[src/hw/rtl/cprgb_pkg.sv]
// Shared types and codes for the camera pixel to RGB converter.
`timescale 1ns / 1ps

package cprgb_pkg;

    // pixel_format codes
    localparam logic [2:0] FMT_RGB  = 3'd0;
    localparam logic [2:0] FMT_BGR  = 3'd1;
    localparam logic [2:0] FMT_YUYV = 3'd2;
    localparam logic [2:0] FMT_UYVY = 3'd3;
    localparam logic [2:0] FMT_NV12 = 3'd4;
    localparam logic [2:0] FMT_NV21 = 3'd5;

    // register index of pixel_format
    localparam logic REG_PIXEL_FORMAT = 1'b0;

    // what the output stage builds from a beat
    localparam logic [1:0] KIND_NONE = 2'd0;
    localparam logic [1:0] KIND_PASS = 2'd1;
    localparam logic [1:0] KIND_YUV  = 2'd2;

    typedef struct packed {
        logic [7:0] y;
        logic [7:0] u;
        logic [7:0] v;
    } yuv_t;

    typedef struct packed {
        logic [7:0] r;
        logic [7:0] g;
        logic [7:0] b;
    } rgb_t;

    typedef struct packed {
        logic       valid;
        logic [1:0] kind;
        rgb_t       pass;
    } ctrl_t;

endpackage

[src/hw/rtl/cprgb_lane.sv]
// One BT.601 limited-range YUV to RGB lane, two register stages.
`timescale 1ns / 1ps

module cprgb_lane (
    input  logic            clk,
    input  cprgb_pkg::yuv_t pix,
    output cprgb_pkg::rgb_t rgb
);
    import cprgb_pkg::*;

    logic signed [9:0]  c;
    logic signed [8:0]  d;
    logic signed [8:0]  e;

    logic signed [17:0] yc_reg, yc_next;
    logic signed [16:0] re_reg, re_next;
    logic signed [14:0] gd_reg, gd_next;
    logic signed [15:0] ge_reg, ge_next;
    logic signed [17:0] bd_reg, bd_next;

    logic signed [19:0] r_sum, g_sum, b_sum;
    rgb_t               rgb_reg, rgb_next;

    // floor(sum / 256) clamped to 0..255
    function automatic logic [7:0] sat8(input logic signed [19:0] s);
        logic [7:0] q;
        if (s[19])
            q = 8'd0;
        else if (s[18:16] != 3'd0)
            q = 8'd255;
        else
            q = s[15:8];
        return q;
    endfunction

    assign c = $signed({2'b00, pix.y}) - 10'sd16;
    assign d = $signed({1'b0, pix.u}) - 9'sd128;
    assign e = $signed({1'b0, pix.v}) - 9'sd128;

    // stage 1: constant products
    assign yc_next = 18'(c) * 18'sd298;
    assign re_next = 17'(e) * 17'sd409;
    assign gd_next = 15'(d) * 15'sd100;
    assign ge_next = 16'(e) * 16'sd208;
    assign bd_next = 18'(d) * 18'sd516;

    // stage 2: sum, round, clamp
    assign r_sum = 20'(yc_reg) + 20'(re_reg) + 20'sd128;
    assign g_sum = 20'(yc_reg) - 20'(gd_reg) - 20'(ge_reg) + 20'sd128;
    assign b_sum = 20'(yc_reg) + 20'(bd_reg) + 20'sd128;

    always_comb
    begin
        rgb_next.r = sat8(r_sum);
        rgb_next.g = sat8(g_sum);
        rgb_next.b = sat8(b_sum);
    end

    always_ff @(posedge clk)
    begin
        yc_reg  <= yc_next;
        re_reg  <= re_next;
        gd_reg  <= gd_next;
        ge_reg  <= ge_next;
        bd_reg  <= bd_next;
        rgb_reg <= rgb_next;
    end

    assign rgb = rgb_reg;

endmodule

[src/hw/rtl/cprgb_merge.sv]
// Output stage: merges lane results or passthrough bytes into one result beat.
`timescale 1ns / 1ps

module cprgb_merge (
    input  logic             clk,
    input  logic             rst_n,
    input  cprgb_pkg::ctrl_t ctrl,
    input  cprgb_pkg::rgb_t  lane0,
    input  cprgb_pkg::rgb_t  lane1,
    output logic             done,
    output cprgb_pkg::rgb_t  pix0,
    output cprgb_pkg::rgb_t  pix1,
    output logic [1:0]       count
);
    import cprgb_pkg::*;

    logic       done_reg, done_next;
    rgb_t       pix0_reg, pix0_next;
    rgb_t       pix1_reg, pix1_next;
    logic [1:0] count_reg, count_next;

    always_comb
    begin
        done_next = ctrl.valid;
        case (ctrl.kind)
            KIND_PASS:
            begin
                pix0_next  = ctrl.pass;
                pix1_next  = '0;
                count_next = 2'd1;
            end
            KIND_YUV:
            begin
                pix0_next  = lane0;
                pix1_next  = lane1;
                count_next = 2'd2;
            end
            default:
            begin
                pix0_next  = '0;
                pix1_next  = '0;
                count_next = 2'd0;
            end
        endcase
    end

    always_ff @(posedge clk or negedge rst_n)
    begin
        if (!rst_n)
            done_reg <= 1'b0;
        else
            done_reg <= done_next;
    end

    always_ff @(posedge clk)
    begin
        pix0_reg  <= pix0_next;
        pix1_reg  <= pix1_next;
        count_reg <= count_next;
    end

    assign done  = done_reg;
    assign pix0  = pix0_reg;
    assign pix1  = pix1_reg;
    assign count = count_reg;

endmodule

[src/hw/rtl/camera_pixel_to_rgb_converter.sv]
// Top level: camera pixel group to packed RGB888 converter.
// A beat taken with start passes the unpack, product, sum/clamp and output registers
// in that order before it shows on the result ports with done high.
// Throughput: one beat per clock; busy is never raised, results cannot be held off.
// Reset: rst_n (async, active low) clears the pipeline valids and sets pixel_format
// to RGB; no clearing pass is needed.
`timescale 1ns / 1ps

module camera_pixel_to_rgb_converter (
    input  logic        clk,
    input  logic        rst_n,
    // APB configuration port
    input  logic        psel,
    input  logic        penable,
    input  logic        pwrite,
    input  logic [2:0]  paddr,
    input  logic [31:0] pwdata,
    output logic [31:0] prdata,
    output logic        pready,
    // command side
    input  logic        start,
    output logic        busy,
    input  logic [7:0]  in_byte0,
    input  logic [7:0]  in_byte1,
    input  logic [7:0]  in_byte2,
    input  logic [7:0]  in_byte3,
    // result side
    output logic        done,
    output logic [7:0]  red0,
    output logic [7:0]  green0,
    output logic [7:0]  blue0,
    output logic [7:0]  red1,
    output logic [7:0]  green1,
    output logic [7:0]  blue1,
    output logic [1:0]  pixel_count
);
    import cprgb_pkg::*;

    logic [2:0] fmt_reg, fmt_next;
    logic       cfg_wr;
    logic       accept;

    // stage A: unpacked beat
    ctrl_t ctrl_a_reg, ctrl_a_next;
    yuv_t  yuv0_reg, yuv0_next;
    yuv_t  yuv1_reg, yuv1_next;

    // control delayed to line up with the two lane stages
    ctrl_t ctrl_b_reg;
    ctrl_t ctrl_c_reg;

    rgb_t  lane0_rgb;
    rgb_t  lane1_rgb;
    rgb_t  out0;
    rgb_t  out1;

    // ---------------- configuration ----------------
    assign pready = 1'b1;
    assign cfg_wr = psel && penable && pwrite && pready;

    always_comb
    begin
        fmt_next = fmt_reg;
        if (cfg_wr && (paddr[2] == REG_PIXEL_FORMAT))
            fmt_next = pwdata[2:0];
    end

    always_ff @(posedge clk or negedge rst_n)
    begin
        if (!rst_n)
            fmt_reg <= FMT_RGB;
        else
            fmt_reg <= fmt_next;
    end

    assign prdata = (paddr[2] == REG_PIXEL_FORMAT) ? {29'd0, fmt_reg} : 32'd0;

    // ---------------- input and unpack ----------------
    // Pipeline never stalls, so a beat is taken whenever start is high.
    assign busy   = 1'b0;
    assign accept = start && !busy;

    always_comb
    begin
        ctrl_a_next.valid = accept;
        ctrl_a_next.kind  = KIND_YUV;
        ctrl_a_next.pass  = '{r: in_byte0, g: in_byte1, b: in_byte2};
        yuv0_next         = '{y: in_byte0, u: in_byte1, v: in_byte3};
        yuv1_next         = '{y: in_byte2, u: in_byte1, v: in_byte3};
        case (fmt_reg)
            FMT_RGB:
                ctrl_a_next.kind = KIND_PASS;
            FMT_BGR:
            begin
                ctrl_a_next.kind = KIND_PASS;
                ctrl_a_next.pass = '{r: in_byte2, g: in_byte1, b: in_byte0};
            end
            FMT_YUYV:
            begin
                // Y0 U Y1 V
                yuv0_next = '{y: in_byte0, u: in_byte1, v: in_byte3};
                yuv1_next = '{y: in_byte2, u: in_byte1, v: in_byte3};
            end
            FMT_UYVY:
            begin
                // U Y0 V Y1
                yuv0_next = '{y: in_byte1, u: in_byte0, v: in_byte2};
                yuv1_next = '{y: in_byte3, u: in_byte0, v: in_byte2};
            end
            FMT_NV12:
            begin
                // Y0 Y1 U V
                yuv0_next = '{y: in_byte0, u: in_byte2, v: in_byte3};
                yuv1_next = '{y: in_byte1, u: in_byte2, v: in_byte3};
            end
            FMT_NV21:
            begin
                // Y0 Y1 V U
                yuv0_next = '{y: in_byte0, u: in_byte3, v: in_byte2};
                yuv1_next = '{y: in_byte1, u: in_byte3, v: in_byte2};
            end
            default:
                // unknown format: a result with no valid pixel
                ctrl_a_next.kind = KIND_NONE;
        endcase
    end

    always_ff @(posedge clk or negedge rst_n)
    begin
        if (!rst_n)
        begin
            ctrl_a_reg <= '0;
            ctrl_b_reg <= '0;
            ctrl_c_reg <= '0;
        end
        else
        begin
            ctrl_a_reg <= ctrl_a_next;
            ctrl_b_reg <= ctrl_a_reg;
            ctrl_c_reg <= ctrl_b_reg;
        end
    end

    always_ff @(posedge clk)
    begin
        yuv0_reg <= yuv0_next;
        yuv1_reg <= yuv1_next;
    end

    // ---------------- two conversion lanes ----------------
    cprgb_lane u_lane0 (
        .clk (clk),
        .pix (yuv0_reg),
        .rgb (lane0_rgb)
    );

    cprgb_lane u_lane1 (
        .clk (clk),
        .pix (yuv1_reg),
        .rgb (lane1_rgb)
    );

    // ---------------- merge and output register ----------------
    cprgb_merge u_merge (
        .clk   (clk),
        .rst_n (rst_n),
        .ctrl  (ctrl_c_reg),
        .lane0 (lane0_rgb),
        .lane1 (lane1_rgb),
        .done  (done),
        .pix0  (out0),
        .pix1  (out1),
        .count (pixel_count)
    );

    assign red0   = out0.r;
    assign green0 = out0.g;
    assign blue0  = out0.b;
    assign red1   = out1.r;
    assign green1 = out1.g;
    assign blue1  = out1.b;

endmodule
[config.mk]
export PLATFORM = sky130hd
export DESIGN_NAME = camera_pixel_to_rgb_converter
export DESIGN_NICKNAME = d
export VERILOG_FILES = /design/src/hw/rtl/cprgb_pkg.sv /design/src/hw/rtl/cprgb_lane.sv /design/src/hw/rtl/cprgb_merge.sv /design/src/hw/rtl/camera_pixel_to_rgb_converter.sv
export SDC_FILE = /design/constraint.sdc
export NUM_CORES = 1
export LEC_CHECK = 0
export BUFFER_PORTS_ARGS = -buffer_cell sky130_fd_sc_hd__buf_2
export CELL_PAD_IN_SITES_DETAIL_PLACEMENT = 0
export CELL_PAD_IN_SITES_GLOBAL_PLACEMENT = 1
export CORE_ASPECT_RATIO = 0.8
export CORE_MARGIN = 1.5
export CORE_UTILIZATION = 45
export CTS_CLUSTER_SIZE = 30
export DETAILED_ROUTE_END_ITERATION = 6
export HOLD_SLACK_MARGIN = 0.02
export PLACE_DENSITY_LB_ADDON = 0.1
export RECOVER_POWER = 50
export SYNTH_ARGS = -nofsm -noshare
export SYNTH_HDL_FRONTEND = slang
export SYNTH_SLANG_ARGS = --single-unit
[constraint.sdc]
create_clock -name clk -period 12 [get_ports clk]
set_input_delay 1.2 -clock clk [delete_from_list [all_inputs] [get_ports clk]]
set_output_delay 1.2 -clock clk [all_outputs]
set_load 0.1 [all_outputs]
After elaboration in Yosys (flattened, before gate mapping) --
Cells that the tools add are included.
Word-level totals: bits of input ports 73, register bits 381, word-level logic and storage cells 109
Cells by class: equal/unequal tests 7, add/sub/neg operators 20, reduce and logical (&&, ||, !) cells 12, $mul 10, mux-type cells 13, bitwise operators 1
Operator list (count):
- 24-bit one-hot mux with 3 select lines | 2
- 20-bit by 9-bit adder with 20-bit output, second input constant | 6
- 8-bit two-way mux | 6
- 24-bit one-hot mux with 2 select lines | 1
- 19-bit by 16-bit subtractor with 20-bit output | 2
- 18-bit by 17-bit adder with 19-bit output | 2
- 18-bit by 18-bit adder with 19-bit output | 2
- 18-bit by 15-bit subtractor with 19-bit output | 2
- 8-bit by 8-bit subtractor with 9-bit output, second input constant | 4
- 9-bit by 10-bit multiplier with 17-bit output, second input constant | 2
- 9-bit by 9-bit multiplier with 17-bit output, second input constant | 2
- 9-bit by 9-bit multiplier with 16-bit output, second input constant | 2
- 9-bit by 6-bit multiplier with 13-bit output, second input constant | 2
- 9-bit by 5-bit multiplier with 12-bit output, second input constant | 2
- 24-bit two-way mux | 1
- 3-bit nonzero test | 6
- 8-bit by 5-bit subtractor with 9-bit output, second input constant | 2
- 2-bit one-hot mux with 2 select lines | 2
- 3-bit by 2-bit equality test with 1-bit output, second input constant | 2
- 3-bit equality test, second input constant | 2
- 4-bit OR reduction | 1
- 3-bit by 1-bit equality test with 1-bit output, second input constant | 1
- 1-bit logical AND | 3
- 3-bit logical NOT | 1
- other kinds (5) | 5

Depth between registers and ports, before layout --
Gate-level depths: netlist of the first run.
word-level depth 5, mapped depth 22, depth with buffers taken out 22

Cells and area by module --
A second synthesis of the first run with hierarchy kept.
Unflattened totals: cells, all modules 2308, area, all modules 23949.2 um^2
By module, submodules not included:
- cprgb_lane (u_lane0) | area an instance 9125.0 um^2, instances 1, seq. area each 1881.8 um^2, cells an instance 949
- cprgb_lane (u_lane1) | area an instance 9103.7 um^2, instances 1, seq. area each 1881.8 um^2, cells an instance 942
- camera_pixel_to_rgb_converter | area an instance 4139.0 um^2, instances 1, seq. area each 2742.6 um^2, cells an instance 279
- cprgb_merge | area an instance 1581.5 um^2, instances 1, seq. area each 1026.0 um^2, cells an instance 138

Least setup slack after synthesis of the first run --
No wires, ideal clock.
path kind flip-flop to flip-flop, start reg yuv0_reg[20] (netlist name), end reg u_lane0.yc_reg[16], path buffers 0, stages on the path, launching flop included 20, data arrival time 4.727 ns, required time 11.928 ns, setup slack 7.201 ns, library setup time 0.072 ns, path through dfxtp_1 > inv_1 > ha_1 > nor3b_1 > ha_1 > ha_1 > inv_1 > fa_1 > fa_1 > inv_1 > ha_1 > a21oi_1 > o21bai_1 > a21oi_1 > nor2b_1 > o21a_1 > o21ai_0 > nand2b_1 > a21oi_1 > xnor2_1
On the way: longest elaborated chain between the ends 2
Ends and longest elaborated chain:
- start, declared | RTL line camera_pixel_to_rgb_converter.sv:45 | yuv_t yuv0_reg, yuv0_next;
- start signal, assigned | RTL line camera_pixel_to_rgb_converter.sv:146 | yuv0_reg <= yuv0_next;
- 8-bit by 5-bit subtractor with 9-bit output | RTL line cprgb_lane.sv:36 | assign c = $signed({2'b00, pix.y}) - 10'sd16;
- 9-bit by 9-bit multiplier with 17-bit output | RTL line cprgb_lane.sv:41 | assign yc_next = 18'(c) * 18'sd298;
- named net u_lane0.yc_next[16] | RTL line cprgb_lane.sv:15 | logic signed [17:0] yc_reg, yc_next;
- end signal, assigned | RTL line cprgb_lane.sv:61 | yc_reg <= yc_next;
- end, declared | RTL line cprgb_lane.sv:15
The timed path passes the listed nets, and every way through them passes these cells. A chain may end at the register's enable or synchronous reset.

Worst setup path after layout of the first run --
start reg yuv0_reg[7] (netlist name), end reg u_lane0.re_reg[16]
On the way: longest elaborated chain between the ends 2
Ends and longest elaborated chain:
- 8-bit by 8-bit subtractor with 9-bit output | RTL line cprgb_lane.sv:38 | assign e = $signed({1'b0, pix.v}) - 9'sd128;
- 9-bit by 10-bit multiplier with 17-bit output | RTL line cprgb_lane.sv:42 | assign re_next = 17'(e) * 17'sd409;
- named net u_lane0.re_next[16] | RTL line cprgb_lane.sv:16 | logic signed [16:0] re_reg, re_next;
- end signal, assigned | RTL line cprgb_lane.sv:62 | re_reg <= re_next;
- end, declared | RTL line cprgb_lane.sv:16
The timed path passes the listed nets, and every way through them passes these cells.

==> flow_summary_export.csv, run 1 <==
group,metric,value,unit
status,status,"finished, violations left",
status,violations,"capacitance limit, slew limit",
die,coreArea,0.0431,mm2
clocking,numCtsBuffers,31,
synth,synth_ff_type,"dfxtp_1",
setup_path,crit_fanout,8,
setup_path,crit_path_frequent_cell,"inv_1",
cells_and_area,fillers,4040,
synth,ys_seq_area_share,32.8,%
die,num_io_pins,158,
detailed_routing,viasPerCell,5.16,
min_path,min_path_type,"reg2reg",
timing,rsz0062_at_grt,"no",
setup_path,r2r_slack,7050,ps
synth,ys_async_sr_fraction,28.1,%
synth,syn_inst,1968,
place,gp_congestion,0.914,
timing,finalSetupViolCount,0,
timing,hold_viol_final,0,
cells_and_area,register_area,0.00647,mm2
clocking,cts_sinks,302,
setup_path,crit_path_cell_trace,"inv_1, ha_1, inv_1, fa_1, inv_1, fa_1, inv_1, fa_1, inv_1, ha_1, nor2b_1, o21ai_0, a21boi_0, o21ai_0, a21boi_0, o21ai_0, nand2b_1, a21o_1, a21oi_1, xnor2_1",
clocking,hold_buffers,0,
setup_path,crit_arrival,5410,ps
setup_path,cp_data_required_time,12460,ps
detailed_routing,dr.first_iter.drc_count,776,
synth,synth-edff-count,0,
synth,syn_avg_cell_area,10.0,um2
die,row_count,68,
detailed_routing,drc,0,
detailed_routing,routed-via-count,13725,
synth,synth_warnings,0,
cells_and_area,drive_above_1_share,10.4,%
setup_path,startpoint_type,"flip-flop",
setup_path,crit_buf_inv,5,
setup_path,crit_family,"adder cells",
timing,fin_worst_skew,17.0,ps
min_path,min_to,"ctrl_b_reg[0]",
clocking,htree_levels,1,
setup_path,max_stage_delay,680,ps
grt,track_usage,21.7,%
detailed_routing,dr.pass1.iters,5,
grt,grt_pass1_wl,75000,um
synth,synthesis.area,0.0197,mm2
setup_path,reg2reg_to,"u_lane0.re_reg[16]",
setup_path,setup.worst_path.start,"yuv0_reg[7]",
timing,worstMarginPinSlew,3720,ps
timing,maxSlewViolCount,122,
detailed_routing,antenna_left,0,
cells_and_area,insertedDiodeCount,0,
timing,period_share,41.3,%
grt,antenna_found_initial,2,
min_path,min-delay-start,"ctrl_a_reg[0]",
synth,ys_types,83,
grt,grt_overflow,0,
timing,finalCriticalPeriod,4950,ps
job,max_cap_viol_count,2,
cells_and_area,fin_nets,2556,
die,die_w,237,um
clocking,ctsResizeCount,0,
timing,timing.final.ws_setup,7050,ps
cells_and_area,layout_common_cells,"ha_1, inv_1, dfxtp_1, nor2_1, a21oi_1",
cells_and_area,layout_commonest_cell,"ha_1",
die,fp.dieArea,0.0451,mm2
place,portBuffers,95,
setup_path,worstSetupPathType,"reg2reg",
die,initial_core_util,45.7,%
setup_path,reg2regPathDepth,20,
place,place_ws,7110,ps
min_path,worstHoldPathCells,0,
grt,grt_pass1_vias,13388,
detailed_routing,drt-total-wl,48300,um
synth,synth_seq_cells,302,
setup_path,crit_path_top_delay_cell,"dfxtp_1",
die,die_h,190,um
clocking,post_cts_buffers,0,
cells_and_area,multi_input_area,0.0121,mm2
clocking,clockRootBuffer,"clkbuf_16",
timing,max_slew_margin,-148,%
clocking,cts_tree,"done",
clocking,insertion_delay,580,ps
timing,max_freq,202,MHz
timing,fin_setup_tns,0,ps
cells_and_area,area_growth,10.2,%
clocking,cts.path.max_buffers,3,
setup_path,reg2reg_from,"yuv0_reg[7]",
place,hpwl,40000,um
grt,grt_max_degree,73,
setup_path,end_kind,"flip-flop",
detailed_routing,post_drt_wl_per_cell,18.2,um
clocking,path_clk_slew,70,ps
[cells in the mapped netlist (22+ instances only)]
cell type | n | area share, %
mux2_2 | 38 | 2.2
xor2_1 | 52 | 2.3
inv_1 | 255 | 4.9
a21o_1 | 31 | 1.2
o21ai_0 | 52 | 1.3
nor3_1 | 26 | 0.66
xnor2_1 | 86 | 3.8
dfrtp_1 | 85 | 11
a22oi_1 | 33 | 1.3
nand3_1 | 24 | 0.61
buf_4 | 31 | 1.2
ha_1 | 332 | 21
fa_1 | 77 | 7.8
dfxtp_1 | 217 | 22
clkbuf_1 | 22 | 0.42
and2_1 | 38 | 1.2
o21a_1 | 30 | 1.1
nand2_1 | 69 | 1.3
nor2_1 | 122 | 2.3
a21oi_1 | 88 | 2.2
[worst register-to-register path, stage by stage (launching register included)]
cell and delay [ps]:
dfxtp_1 680, inv_1 280, ha_1 360, inv_1 60, fa_1 500, inv_1 50, fa_1 410, inv_1 70
fa_1 400, inv_1 70, ha_1 250, nor2b_1 140, o21ai_0 200, a21boi_0 160, o21ai_0 250, a21boi_0 170
o21ai_0 220, nand2b_1 120, a21o_1 200, a21oi_1 170, xnor2_1 80
[final cells by class]
class	instances	area share (%)
inverter	257	4.44
clock inverter	21	0.997
clock buffer	37	3.81
timing repair buffer	100	2.25
multi-input combinational	1382	55.5
sequential	302	29.8
tap	560	3.23
[how the worst max path moves through the flow]
stage / endpoint / slack (ps) / depth (start not counted)
finish: u_lane0.re_reg[16] / 7050 / 20
global route: ctrl_c_reg[12] / 6420 / 2
CTS: u_lane0.re_reg[16] / 7060 / 20
detailed placement: u_lane0.re_reg[16] / 7110 / 20
global placement: u_lane0.re_reg[16] / 7120 / 20
floorplan: u_lane0.yc_reg[16] / 7200 / 19
[cells by family (layout without fill, tap and decap cells)]
family          after synthesis  in the layout  synth area share (%)
fa+ha+maj                   409            409                  28.9
buf+inv                     313            415                  6.56
mux                          52             52                  2.95
simple gates                387            387                  9.85
other cells                   2             31                0.0381
flops                       302            302                  32.8
compound gates              365            365                  12.7
xor+xnor                    138            138                  6.13
[per-layer routing]
layer / track usage (%) / wire length [um]
met1: 33.4 / 25500
met2: 33.0 / 20200
met3: 2.42 / 1920
met4: 3.67 / 733
met5: 0 / 0
[stage by stage]
step	instances	hold slack [ps]	instance area [um2]	util (%)
5_1_grt	2659	353	21700	50.4
3_3_place_gp	2601	332	20700	48.0
4_1_cts	2659	345	21700	50.4
2_1_floorplan	1997	331	19800	-
3_5_place_dp	2601	335	20700	48.0
6_report	2659	343	21700	50.4
Power of run 1 is left out: the tool's default activity adds up to more than one toggle a clock period on the data nets, which glitch-free logic cannot reach.
==> inputs of run 2 (changes only) <==
--- a/config.mk
+++ b/config.mk
@@ -5,6 +5,7 @@
 export SDC_FILE = /design/constraint.sdc
 export NUM_CORES = 1
 export LEC_CHECK = 0
+export ABC_AREA = 1
 export BUFFER_PORTS_ARGS = -buffer_cell sky130_fd_sc_hd__buf_2
 export CELL_PAD_IN_SITES_DETAIL_PLACEMENT = 0
 export CELL_PAD_IN_SITES_GLOBAL_PLACEMENT = 1
==> constraint.sdc (replaced) <==
create_clock -name clk -period 4.7 [get_ports clk]
set_input_delay 0.47 -clock clk [delete_from_list [all_inputs] [get_ports clk]]
set_output_delay 0.47 -clock clk [all_outputs]
set_load 0.1 [all_outputs]
==> run 2 against run 1 <==
  * Routed wire length rose by 22%
  * Maximum frequency rose by 13%
  * Design area rose by 13%
  * The run still ends with capacitance limit, slew limit left
  * Final cell count rose by 36%
  * Register-to-register slack got worse by 6700 ps
  * Utilization rose by 0.14 points
==> flow_summary_export.csv, run 2 <==
group,metric,value,unit
status,status,"finished, violations left",
status,violations,"capacitance limit, slew limit",
synth,synth_seq_cells,302,
setup_path,crit_path_top_delay_cell,"fa_1",
cells_and_area,drive_above_1_share,10.3,%
synth,ys_seq_area_share,29.1,%
place,place_area,0.0234,mm2
clocking,cts_tree,"done",
clocking,numCtsBuffers,31,
grt,track_usage,23.3,%
detailed_routing,wl_met1,30100,um
detailed_routing,drt-total-wl,59000,um
synth,synth-simple-area-share,22.6,%
die,fp.dieArea,0.0507,mm2
cells_and_area,fin_nets,3455,
timing,worstMarginPinSlew,2050,ps
setup_path,reg2regPathDepth,21,
place,gp_congestion,0.905,
setup_path,worstSetupPathType,"reg2reg",
setup_path,startpoint_type,"flip-flop",
setup_path,crit_family,"adder cells",
grt,grt_max_degree,86,
die,die_h,202,um
timing,maxSlewViolCount,125,
timing,whs,83.1,ps
timing,max_slew_margin,-36.6,%
synth,synth_compound_area_share,6.80,%
detailed_routing,drc,0,
cells_and_area,fillers,4732,
synth,ys_async_sr_fraction,28.1,%
die,initial_core_util,45.8,%
cells_and_area,area_growth,10.4,%
min_path,min_to,"ctrl_a_reg[15]",
synth,synth_xor_area_share,4.65,%
job,max_cap_viol_count,2,
grt,grt_pass1_vias,16967,
synth,synth-edff-count,0,
detailed_routing,dr_wl_met2,25400,um
setup_path,cp_data_required_time,5210,ps
cells_and_area,layout_commonest_cell,"nand2_1",
synth,syn_avg_cell_area,7.81,um2
synth,synth_fa_ha_area_share,25.6,%
synth,ys_top_cells_by_area,"dfxtp_1, ha_1, nand2_1",
detailed_routing,wl_met3,2370,um
setup_path,reg2reg_from,"yuv1_reg[20]",
setup_path,r2r_slack,320,ps
detailed_routing,antenna_left,0,
timing,hold_viol_final,0,
grt,grt_overflow,0,
detailed_routing,dr.first_iter.drc_count,966,
die,coreArea,0.0486,mm2
detailed_routing,viasPerCell,4.85,
die,die_w,251,um
synth,synth_warnings,0,
synth,yosysTopAreaCell,"dfxtp_1",
min_path,worstHoldPathCells,1,
timing,max_freq,228,MHz
min_path,min-delay-start,"in_byte1[7]",
timing,finalCriticalPeriod,4380,ps
clocking,clockRootBuffer,"clkbuf_16",
die,num_io_pins,158,
synth,syn_inst,2844,
synth,synth_ff_type,"dfxtp_1",
timing,fin_setup_tns,0,ps
setup_path,crit_path_cell_trace,"inv_1, ha_1, xnor2_1, inv_1, ha_1, ha_1, inv_1, fa_1, fa_1, inv_1, ha_1, nand2_1, nor2_1, a211oi_1, o21ai_0, nand3_1, nand2_1, a21oi_1, nor2_1, nor2_1, xnor2_1",
detailed_routing,post_drt_wl_per_cell,16.3,um
detailed_routing,routed-via-count,17610,
die,row_count,72,
synth,post-synth-top-area-fraction,19.6,%
clocking,insertion_delay,590,ps
setup_path,reg2reg_to,"u_lane1.yc_reg[16]",
clocking,post_cts_buffers,0,
detailed_routing,maxUsedRoutingLayer,"met4",
synth,yosysMostFrequentCell,"nand2_1",
detailed_routing,dr.pass1.iters,5,
synth,synthesis.area,0.0222,mm2
setup_path,end_kind,"flip-flop",
timing,rsz0062_at_grt,"no",
place,portBuffers,95,
cells_and_area,layout_common_cells,"nand2_1, inv_1, ha_1, dfxtp_1, nand3_1",
timing,finalSetupViolCount,0,
clocking,cts.path.max_buffers,3,
setup_path,crit_buf_inv,4,
cells_and_area,fin_area,0.0245,mm2
clocking,path_clk_slew,70,ps
grt,grt_pass1_wl,92000,um
setup_path,crit_fanout,6,
synth,synth_top_family_by_area,"adder cells",
synth,synthMuxAreaShare,0,%
clocking,cts_sinks,302,
synth,yosys-top-cells-count,"nand2_1, inv_1, ha_1, dfxtp_1, nand3_1",
setup_path,max_stage_delay,540,ps
setup_path,crit_arrival,4890,ps
clocking,htree_levels,1,
min_path,min_path_type,"in2reg",
grt,antenna_found_initial,6,
synth,ys_types,49,
timing,fin_worst_skew,10.3,ps
timing,period_share,93.1,%
place,hpwl,49400,um
==> run 2: cell families after synthesis <==
group,count (synthesis)
xor+xnor,118
simple gates,1115
other cells,2
compound gates,268
buf+inv,630
fa+ha+maj,409
flops,302
==> run 2: how the worst max path moves through the flow <==
stage                             from            endpoint  cells after the start  slack (ps)
final                     yuv1_reg[20]  u_lane1.yc_reg[16]                     21         320
after global routing      yuv0_reg[20]  u_lane0.yc_reg[16]                     21          30
after CTS                 yuv1_reg[20]  u_lane1.yc_reg[16]                     21         310
after detailed placement  yuv1_reg[20]  u_lane1.yc_reg[16]                     21         340
after global placement    yuv1_reg[20]  u_lane1.yc_reg[16]                     21         390
after floorplan           yuv1_reg[20]  u_lane1.yc_reg[16]                     21         580
==> run 2: cell type report <==
cell class	instances	area, um2	share of cell area (%)
Timing Repair Buffer	115	612	2.50
Sequential cell	302	6470	26.4
Multi-Input combinational cell	1941	13400	54.6
Tap cell	629	787	3.21
Clock inverter	21	262	1.07
Antenna cell	2	5.00	0.0204
Clock buffer	37	818	3.34
Inverter	582	2180	8.91
==> run 2: layer usage <==
metal / global-route usage [%] / vias to the layer above
li1: - / 9095
met1: 34.8 / 8131
met2: 36.6 / 320
met3: 2.34 / 64
met4: 4.28 / 0
met5: 0 / -
==> run 2: stage by stage <==
step / util, % / cells / worst slack, ps
after floorplan: - / 2873 / 581
after global placement: 48.2 / 3566 / 389
after detailed placement: 48.2 / 3566 / 339
after CTS: 50.5 / 3626 / 310
after global routing: 50.5 / 3627 / 32.7
final: 50.5 / 3629 / 322
==> run 2: repair_timing <==
item                                    in CTS  in global routing
gates resized for setup                      0                  1
hold buffers                                 2                  1
endpoints found under the setup margin       0                  1
endpoints found under the hold margin        2                  1
==> run 2: worst reg2reg max path, cell delays in order (launching register included) <==
cell and delay (ps):
dfxtp_1 310, inv_1 120, ha_1 260, xnor2_1 200, inv_1 110, ha_1 350
ha_1 310, inv_1 80, fa_1 440, fa_1 540, inv_1 40, ha_1 340
nand2_1 80, nor2_1 40, a211oi_1 280, o21ai_0 180, nand3_1 100, nand2_1 70
a21oi_1 140, nor2_1 50, nor2_1 110, xnor2_1 130
Power of run 2 is left out for the same reason.
